## src/rtl/core/gif_block_stream_parser_defines.svh

```systemverilog
// ----------------------------------------------------------------------------
// GIF block stream parser assertion macros
// Shared concurrent assertion forms for the parser RTL.
// ----------------------------------------------------------------------------
`ifndef GIF_BLOCK_STREAM_PARSER_DEFINES_SVH
`define GIF_BLOCK_STREAM_PARSER_DEFINES_SVH

// The consequent must hold in the same cycle as the antecedent.
`define GBSP_ASSERT_SAME(name, clk, rst_n, ante, cons, msg) \
    name: assert property (@(posedge clk) disable iff (!rst_n) (ante) |-> (cons)) else $error(msg);

// The consequent must hold in the cycle after the antecedent.
`define GBSP_ASSERT_NEXT(name, clk, rst_n, ante, cons, msg) \
    name: assert property (@(posedge clk) disable iff (!rst_n) (ante) |=> (cons)) else $error(msg);

`endif

```

## src/rtl/core/gbsp_pkg.sv

```systemverilog
// ----------------------------------------------------------------------------
// GIF block stream parser package
// Types, marker bytes and helper functions shared by the parser modules.
// ----------------------------------------------------------------------------
package gbsp_pkg;

    localparam int unsigned DataW   = 8;
    localparam int unsigned FrameW  = 16;
    localparam int unsigned TableW  = 10;
    localparam int unsigned OutDataW = 24;

    localparam logic [7:0] MarkImage   = 8'h2C;
    localparam logic [7:0] MarkTrailer = 8'h3B;
    localparam logic [7:0] MarkExt     = 8'h21;
    localparam logic [2:0] SizeMask    = 3'h7;

    localparam logic [3:0] HeaderLastIdx = 4'd12;
    localparam logic [3:0] HeaderPackIdx = 4'd10;
    localparam logic [3:0] DescLastIdx   = 4'd8;

    typedef enum logic [3:0] {
        SEC_HEADER   = 4'd0,
        SEC_GCT      = 4'd1,
        SEC_INTRO    = 4'd2,
        SEC_LABEL    = 4'd3,
        SEC_SUB_LEN  = 4'd4,
        SEC_SUB_DATA = 4'd5,
        SEC_DESC     = 4'd6,
        SEC_LCT      = 4'd7,
        SEC_LZW      = 4'd8,
        SEC_TRAILER  = 4'd9,
        SEC_IGNORED  = 4'd10
    } section_t;

    typedef enum logic [10:0] {
        PH_HDR   = 11'b000_0000_0001,
        PH_GCT   = 11'b000_0000_0010,
        PH_INTRO = 11'b000_0000_0100,
        PH_LABEL = 11'b000_0000_1000,
        PH_XLEN  = 11'b000_0001_0000,
        PH_XDAT  = 11'b000_0010_0000,
        PH_DESC  = 11'b000_0100_0000,
        PH_LCT   = 11'b000_1000_0000,
        PH_LZW   = 11'b001_0000_0000,
        PH_ILEN  = 11'b010_0000_0000,
        PH_IDAT  = 11'b100_0000_0000
    } phase_t;

    typedef struct packed {
        logic              stream_done;
        logic [FrameW-1:0] frame_number;
        section_t          section;
        logic              keep_byte;
    } result_t;

    // A color table holds 3 << (size + 1) bytes when its flag bit is set.
    function automatic logic [TableW-1:0] table_len(input logic [7:0] pk);
        logic [TableW-1:0] base;
        logic [3:0]        sh;
        base = TableW'(3);
        sh   = {1'b0, pk[2:0] & SizeMask} + 4'd1;
        return pk[7] ? (base << sh) : '0;
    endfunction

endpackage

```

## src/rtl/core/gbsp_walker.sv

```systemverilog
// ----------------------------------------------------------------------------
// GIF block stream parser walker
// Holds the parse state and labels one stream byte per step.
// ----------------------------------------------------------------------------
module gbsp_walker
    import gbsp_pkg::*;
(
    input  logic             aclk,
    input  logic             aresetn,
    input  logic             step_en,
    input  logic [DataW-1:0] data_byte,
    output result_t          res
);

    phase_t            phase_reg, phase_next;
    logic [3:0]        cnt_reg, cnt_next;
    logic [7:0]        remain_reg, remain_next;
    logic [TableW-1:0] tbl_reg, tbl_next;
    logic [FrameW-1:0] frame_reg, frame_next;
    logic              done_reg, done_next;
    logic [TableW-1:0] tbl_dec;
    logic [7:0]        remain_dec;

    assign tbl_dec    = (tbl_reg != '0) ? tbl_reg - TableW'(1) : tbl_reg;
    assign remain_dec = (remain_reg != '0) ? remain_reg - 8'd1 : remain_reg;

    always_comb begin
        phase_next  = phase_reg;
        cnt_next    = cnt_reg;
        remain_next = remain_reg;
        tbl_next    = tbl_reg;
        frame_next  = frame_reg;
        done_next   = done_reg;

        res.keep_byte    = ~frame_reg[0];
        res.section      = SEC_INTRO;
        res.frame_number = frame_reg;
        res.stream_done  = done_reg;

        if (done_reg) begin
            res.keep_byte = 1'b0;
            res.section   = SEC_IGNORED;
        end else begin
            case (phase_reg)
                PH_HDR: begin
                    res.section   = SEC_HEADER;
                    res.keep_byte = 1'b1;
                    if (cnt_reg == HeaderPackIdx) begin
                        tbl_next = table_len(data_byte);
                    end
                    cnt_next = cnt_reg + 4'd1;
                    if (cnt_reg == HeaderLastIdx) begin
                        cnt_next   = '0;
                        phase_next = (tbl_reg != '0) ? PH_GCT : PH_INTRO;
                    end
                end
                PH_GCT: begin
                    res.section   = SEC_GCT;
                    res.keep_byte = 1'b1;
                    tbl_next      = tbl_dec;
                    if (tbl_dec == '0) begin
                        phase_next = PH_INTRO;
                    end
                end
                PH_LABEL: begin
                    res.section = SEC_LABEL;
                    phase_next  = PH_XLEN;
                end
                PH_XLEN, PH_ILEN: begin
                    res.section = SEC_SUB_LEN;
                    if (data_byte == 8'd0) begin
                        if (phase_reg == PH_ILEN && frame_reg != '1) begin
                            frame_next = frame_reg + FrameW'(1);
                        end
                        phase_next = PH_INTRO;
                    end else begin
                        remain_next = data_byte;
                        phase_next  = (phase_reg == PH_XLEN) ? PH_XDAT : PH_IDAT;
                    end
                end
                PH_XDAT, PH_IDAT: begin
                    res.section = SEC_SUB_DATA;
                    remain_next = remain_dec;
                    if (remain_dec == 8'd0) begin
                        phase_next = (phase_reg == PH_XDAT) ? PH_XLEN : PH_ILEN;
                    end
                end
                PH_DESC: begin
                    res.section = SEC_DESC;
                    cnt_next    = cnt_reg + 4'd1;
                    if (cnt_reg == DescLastIdx) begin
                        cnt_next   = '0;
                        tbl_next   = table_len(data_byte);
                        phase_next = (table_len(data_byte) != '0) ? PH_LCT : PH_LZW;
                    end
                end
                PH_LCT: begin
                    res.section = SEC_LCT;
                    tbl_next    = tbl_dec;
                    if (tbl_dec == '0) begin
                        phase_next = PH_LZW;
                    end
                end
                PH_LZW: begin
                    res.section = SEC_LZW;
                    phase_next  = PH_ILEN;
                end
                default: begin
                    if (data_byte == MarkExt) begin
                        phase_next = PH_LABEL;
                    end else if (data_byte == MarkImage) begin
                        cnt_next   = '0;
                        phase_next = PH_DESC;
                    end else if (data_byte == MarkTrailer) begin
                        res.section     = SEC_TRAILER;
                        done_next       = 1'b1;
                        res.stream_done = 1'b1;
                    end else begin
                        phase_next = PH_INTRO;
                    end
                end
            endcase
        end
    end

    always_ff @(posedge aclk) begin
        if (!aresetn) begin
            phase_reg  <= PH_HDR;
            cnt_reg    <= '0;
            remain_reg <= '0;
            tbl_reg    <= '0;
            frame_reg  <= '0;
            done_reg   <= 1'b0;
        end else if (step_en) begin
            phase_reg  <= phase_next;
            cnt_reg    <= cnt_next;
            remain_reg <= remain_next;
            tbl_reg    <= tbl_next;
            frame_reg  <= frame_next;
            done_reg   <= done_next;
        end
    end

endmodule

```

## src/rtl/core/gif_block_stream_parser.sv

```systemverilog
// ----------------------------------------------------------------------------
// GIF block stream parser
// Labels each byte of a GIF stream with its section, frame and keep flag.
// ----------------------------------------------------------------------------
// One request carries one file byte and yields one labeled result. The block
// takes a byte every cycle while the downstream side keeps up. A taken byte
// waits in the input register, and its result is offered once the state
// update moves it into the result register. The single state update per
// byte sets this rate. While a result waits for the downstream side, the
// input register takes one more byte, and the input then stalls until the
// waiting result is accepted.
module gif_block_stream_parser
    import gbsp_pkg::*;
(
    input  logic                aclk,
    input  logic                aresetn,
    input  logic                s_tvalid,
    output logic                s_tready,
    input  logic [DataW-1:0]    s_tdata,   // [7:0] data_byte
    output logic                m_tvalid,
    input  logic                m_tready,
    output logic [OutDataW-1:0] m_tdata    // [0] keep_byte, [4:1] section,
                                           // [20:5] frame_number, [21] stream_done
);

`include "gif_block_stream_parser_defines.svh"

    logic             in_valid_reg;
    logic [DataW-1:0] in_byte_reg;
    logic             out_valid_reg;
    result_t          out_res_reg;
    result_t          step_res;
    logic             out_free;
    logic             advance;

    assign out_free = !out_valid_reg || m_tready;
    assign advance  = in_valid_reg && out_free;
    assign s_tready = !in_valid_reg || advance;

    gbsp_walker u_walker (
        .aclk      (aclk),
        .aresetn   (aresetn),
        .step_en   (advance),
        .data_byte (in_byte_reg),
        .res       (step_res)
    );

    always_ff @(posedge aclk) begin
        if (!aresetn) begin
            in_valid_reg  <= 1'b0;
            out_valid_reg <= 1'b0;
        end else begin
            if (s_tready) begin
                in_valid_reg <= s_tvalid;
            end
            if (out_free) begin
                out_valid_reg <= in_valid_reg;
            end
        end
    end

    always_ff @(posedge aclk) begin
        if (s_tvalid && s_tready) begin
            in_byte_reg <= s_tdata;
        end
        if (advance) begin
            out_res_reg <= step_res;
        end
    end

    assign m_tvalid = out_valid_reg;
    assign m_tdata  = {{(OutDataW - $bits(result_t)){1'b0}}, out_res_reg};

    `GBSP_ASSERT_SAME(a_ignored_done, aclk, aresetn, m_tvalid && out_res_reg.section == SEC_IGNORED, out_res_reg.stream_done, "Ignored byte without stream done")
    `GBSP_ASSERT_SAME(a_header_kept, aclk, aresetn, m_tvalid && (out_res_reg.section == SEC_HEADER || out_res_reg.section == SEC_GCT), out_res_reg.keep_byte, "Header byte dropped")
    `GBSP_ASSERT_NEXT(a_in_hold, aclk, aresetn, in_valid_reg && !advance, in_valid_reg && $stable(in_byte_reg), "Input register lost a stalled byte")

endmodule

```

## config.mk

```make
export PLATFORM = sky130hd
export DESIGN_NAME = gif_block_stream_parser
export DESIGN_NICKNAME = d
export VERILOG_FILES = /design/src/rtl/core/gbsp_pkg.sv /design/src/rtl/core/gbsp_walker.sv /design/src/rtl/core/gif_block_stream_parser.sv
export VERILOG_INCLUDE_DIRS = /design/src /design/src/rtl/core
export SDC_FILE = /design/constraint.sdc
export NUM_CORES = 1
export LEC_CHECK = 0
export ABC_AREA = 1
export BUFFER_PORTS_ARGS = -buffer_cell sky130_fd_sc_hd__buf_2
export CAP_MARGIN = 20
export CORE_MARGIN = 5
export CORE_UTILIZATION = 40
export DETAILED_ROUTE_END_ITERATION = 7
export GPL_ROUTABILITY_DRIVEN = 1
export MAX_ROUTING_LAYER = met4
export PLACE_DENSITY = 0.6
export SKIP_CTS_REPAIR_TIMING = 1
export SKIP_LAST_GASP = 1
export SLEW_MARGIN = 10
export SYNTH_ARGS = -nofsm -noshare
export SYNTH_HDL_FRONTEND = slang
export SYNTH_SLANG_ARGS = --single-unit
```

## constraint.sdc

```tcl
create_clock -name aclk -period 2.7 [get_ports aclk]
set_input_delay 0.405 -clock aclk [delete_from_list [all_inputs] [get_ports aclk]]
set_output_delay 0.405 -clock aclk [all_outputs]
set_load 0.02 [all_outputs]
```

==> flow_summary.toml <==
[floorplan]
coreArea_um2 = 11470
die-area_um2 = 13970
rows = 39
initial_core_util = 0.4083
fp.dieW_um = 118.2
io_pins = 38
die_y_um = 118.2

[critical_path]
cp.required_ps = 2940
critPathMaxFanout = 7
crit_type = "reg -> reg"
worst_ep_arrival_time_ps = 2540
critPathCaptureType = "register"
startpoint_type = "register"

[sta]
min_period_over_period = 0.8493
drv_slew = 0
setup_viol = 0
hold_viol = 0
fmax_mhz = 436.1
finalCriticalPeriod_ps = 2293
worst_slew_pin_slew_ps = 833.3
rsz0062_at_grt = "false"
fin_setup_tns_ps = 0
maxSlewHeadroom = 0.4438
finClkSkew_ps = 8.754
whs_ps = 226.2

[flow_run]
maxCapViolations = 0

[synth]
synth_top_family_by_area = "simple AND/OR/NAND/NOR gates"
synth_compound_area_frac = 0.09514
syn_avg_cell_area_um2 = 7.339
synth_adder_area_share = 0.03207
yosys_warnings = 0
synthXorXnorAreaFrac = 0.03367
ys_async_sr_fraction = 0
synth_top_flop_cell = "dfxtp_1"
ys_ff_latch = 82
seq_area_frac_synth = 0.4148
synth-edff-count = 30
synthDistinctLibCells = 36
netlist_instances = 638
synth-simple-area-share = 0.3429
synthMuxAreaShare = 0
synth_area_um2 = 4682

[placement]
hpwlAfterDp_um = 8329
portBuffers = 35
placed_cells = 808
globalplace.congestion = 0.9334
dpl-instance-area_um2 = 4992

[cts]
cts_buffers = 9
clk_path_buf_depth = 2
clock_latency_ps = 350
path_clk_slew_ps = 70
cts_tree = "done"
h-tree-depth = 3
cts.sinks = 82
cts_root_buf = "clkbuf_16"

[layout]
final_util = 0.4596
fill_cells = 1167
final_nets = 700
drive_above_1_share = 0.1307
final_cells = 824
syn2layout_area_growth_pct = 12.56
final_common_cell = "nand2_1"
diodes = 0
final_cell_mix = "nand2_1, nor2_1, inv_1"
fin_area_um2 = 5270
largest_register_ffs = 22

[drt]
wire_per_inst_um = 13.38
num_vias = 4234
drc_errors = 0
ant_nets = 0
drt_wl_total_um = 11020
viasPerCell = 5.138
drt_iter0_drc = 286
dr.pass1.iters = 5

[global_routing]
grt_pass1_wl_um = 18840
grtUsageTotal = 0.1671
grt-ovfl-total = 0
grt_max_degree = 34
antenna_found_initial = 0
first_global_vias = 4054

[power]
p_leak_nw = 2.244
power_density_nw_per_um2 = 669.4
peakVddDrop_uv = 470.1

[outcome]
status = "completed"

[hold_path]
hold_path.class = "in -> reg"
-- worst max-delay path, cell delays in order, from the launching register on --
cell and delay, ps:
edfxtp_1 490, inv_1 150, ha_1 150, inv_1 50, nor3_1 120, nand3_1 170
nor3_1 330, nand2_1 240, inv_2 150, nand3_1 90, o21ai_0 180, a21oi_1 60
-- worst paths after layout --
check / start / to / slack, ps / cells after the start
worst max register to register: in_byte_reg[0] / u_walker.frame_reg[10] / 410 / 11
worst max-delay path: in_byte_reg[0] / u_walker.frame_reg[10] / 410 / 11
worst min register to register: u_walker.frame_reg[5] / m_tdata[10] / 480 / 0
worst min-delay path: s_tdata[0] / in_byte_reg[0] / 230 / 1
-- layout make-up --
type	count	area [µm²]	share of cell area
clock buffer	10	229.0	0.04345
inverter	80	300.3	0.05698
tap	143	178.9	0.03395
multi-input combinational	464	2366	0.4490
timing repair buffer	39	205.2	0.03894
clock inverter	6	48.80	0.009259
sequential	82	1942	0.3685
-- cells in the mapped netlist (6+ instances only) --
master    instances  area, µm²
o21ai_0          36      180.2
nor2_1           80      300.3
ha_1             12      150.1
nand4_1          11      68.82
nand3_1          61      305.3
a31oi_1           9      56.30
nor2_2           10      62.56
xnor2_1           9      78.83
dfxtp_1          52       1041
a21oi_1          35      175.2
nand2_1         142      533.0
inv_1            76      285.3
nand2_2           7      43.79
nor3_1           12      60.06
xor2_1            9      78.83
nor4_1            6      37.54
edfxtp_1         30      900.9
clkbuf_1          6      22.52
-- per-stage QoR --
step	setup slack, ps	total power, mW
after floorplan	750.8	2.214
after global placement	462.2	2.383
after detailed placement	451.2	2.390
after CTS	438.7	3.581
after global routing	91.65	3.763
final	407.0	3.528
-- metal layers --
layer	up-vias	GRT usage	part of all wire
met2	114	0.2722	0.48
met3	8	0.03964	0.061
met1	1946	0.2056	0.45
met5	-	-	0
li1	2166	-	-
met4	0	0.05161	0.012
-- cells by family after synthesis --
group                    Yosys count
AO/OA/AOI/OAI                     86
XOR/XNOR                          18
adder cells (fa/ha/maj)           12
buffers and inverters             93
flip-flops                        82
other                              1
AND/OR/NAND/NOR                  346
-- report_power, final --
part / switching [mW] / internal, mW / total, mW
Combinational: 0.636 / 0.314 / 0.950
Sequential: 0.0643 / 1.36 / 1.42
Clock: 0.524 / 0.634 / 1.16
Note: power is estimated with default switching activity, not from simulation.
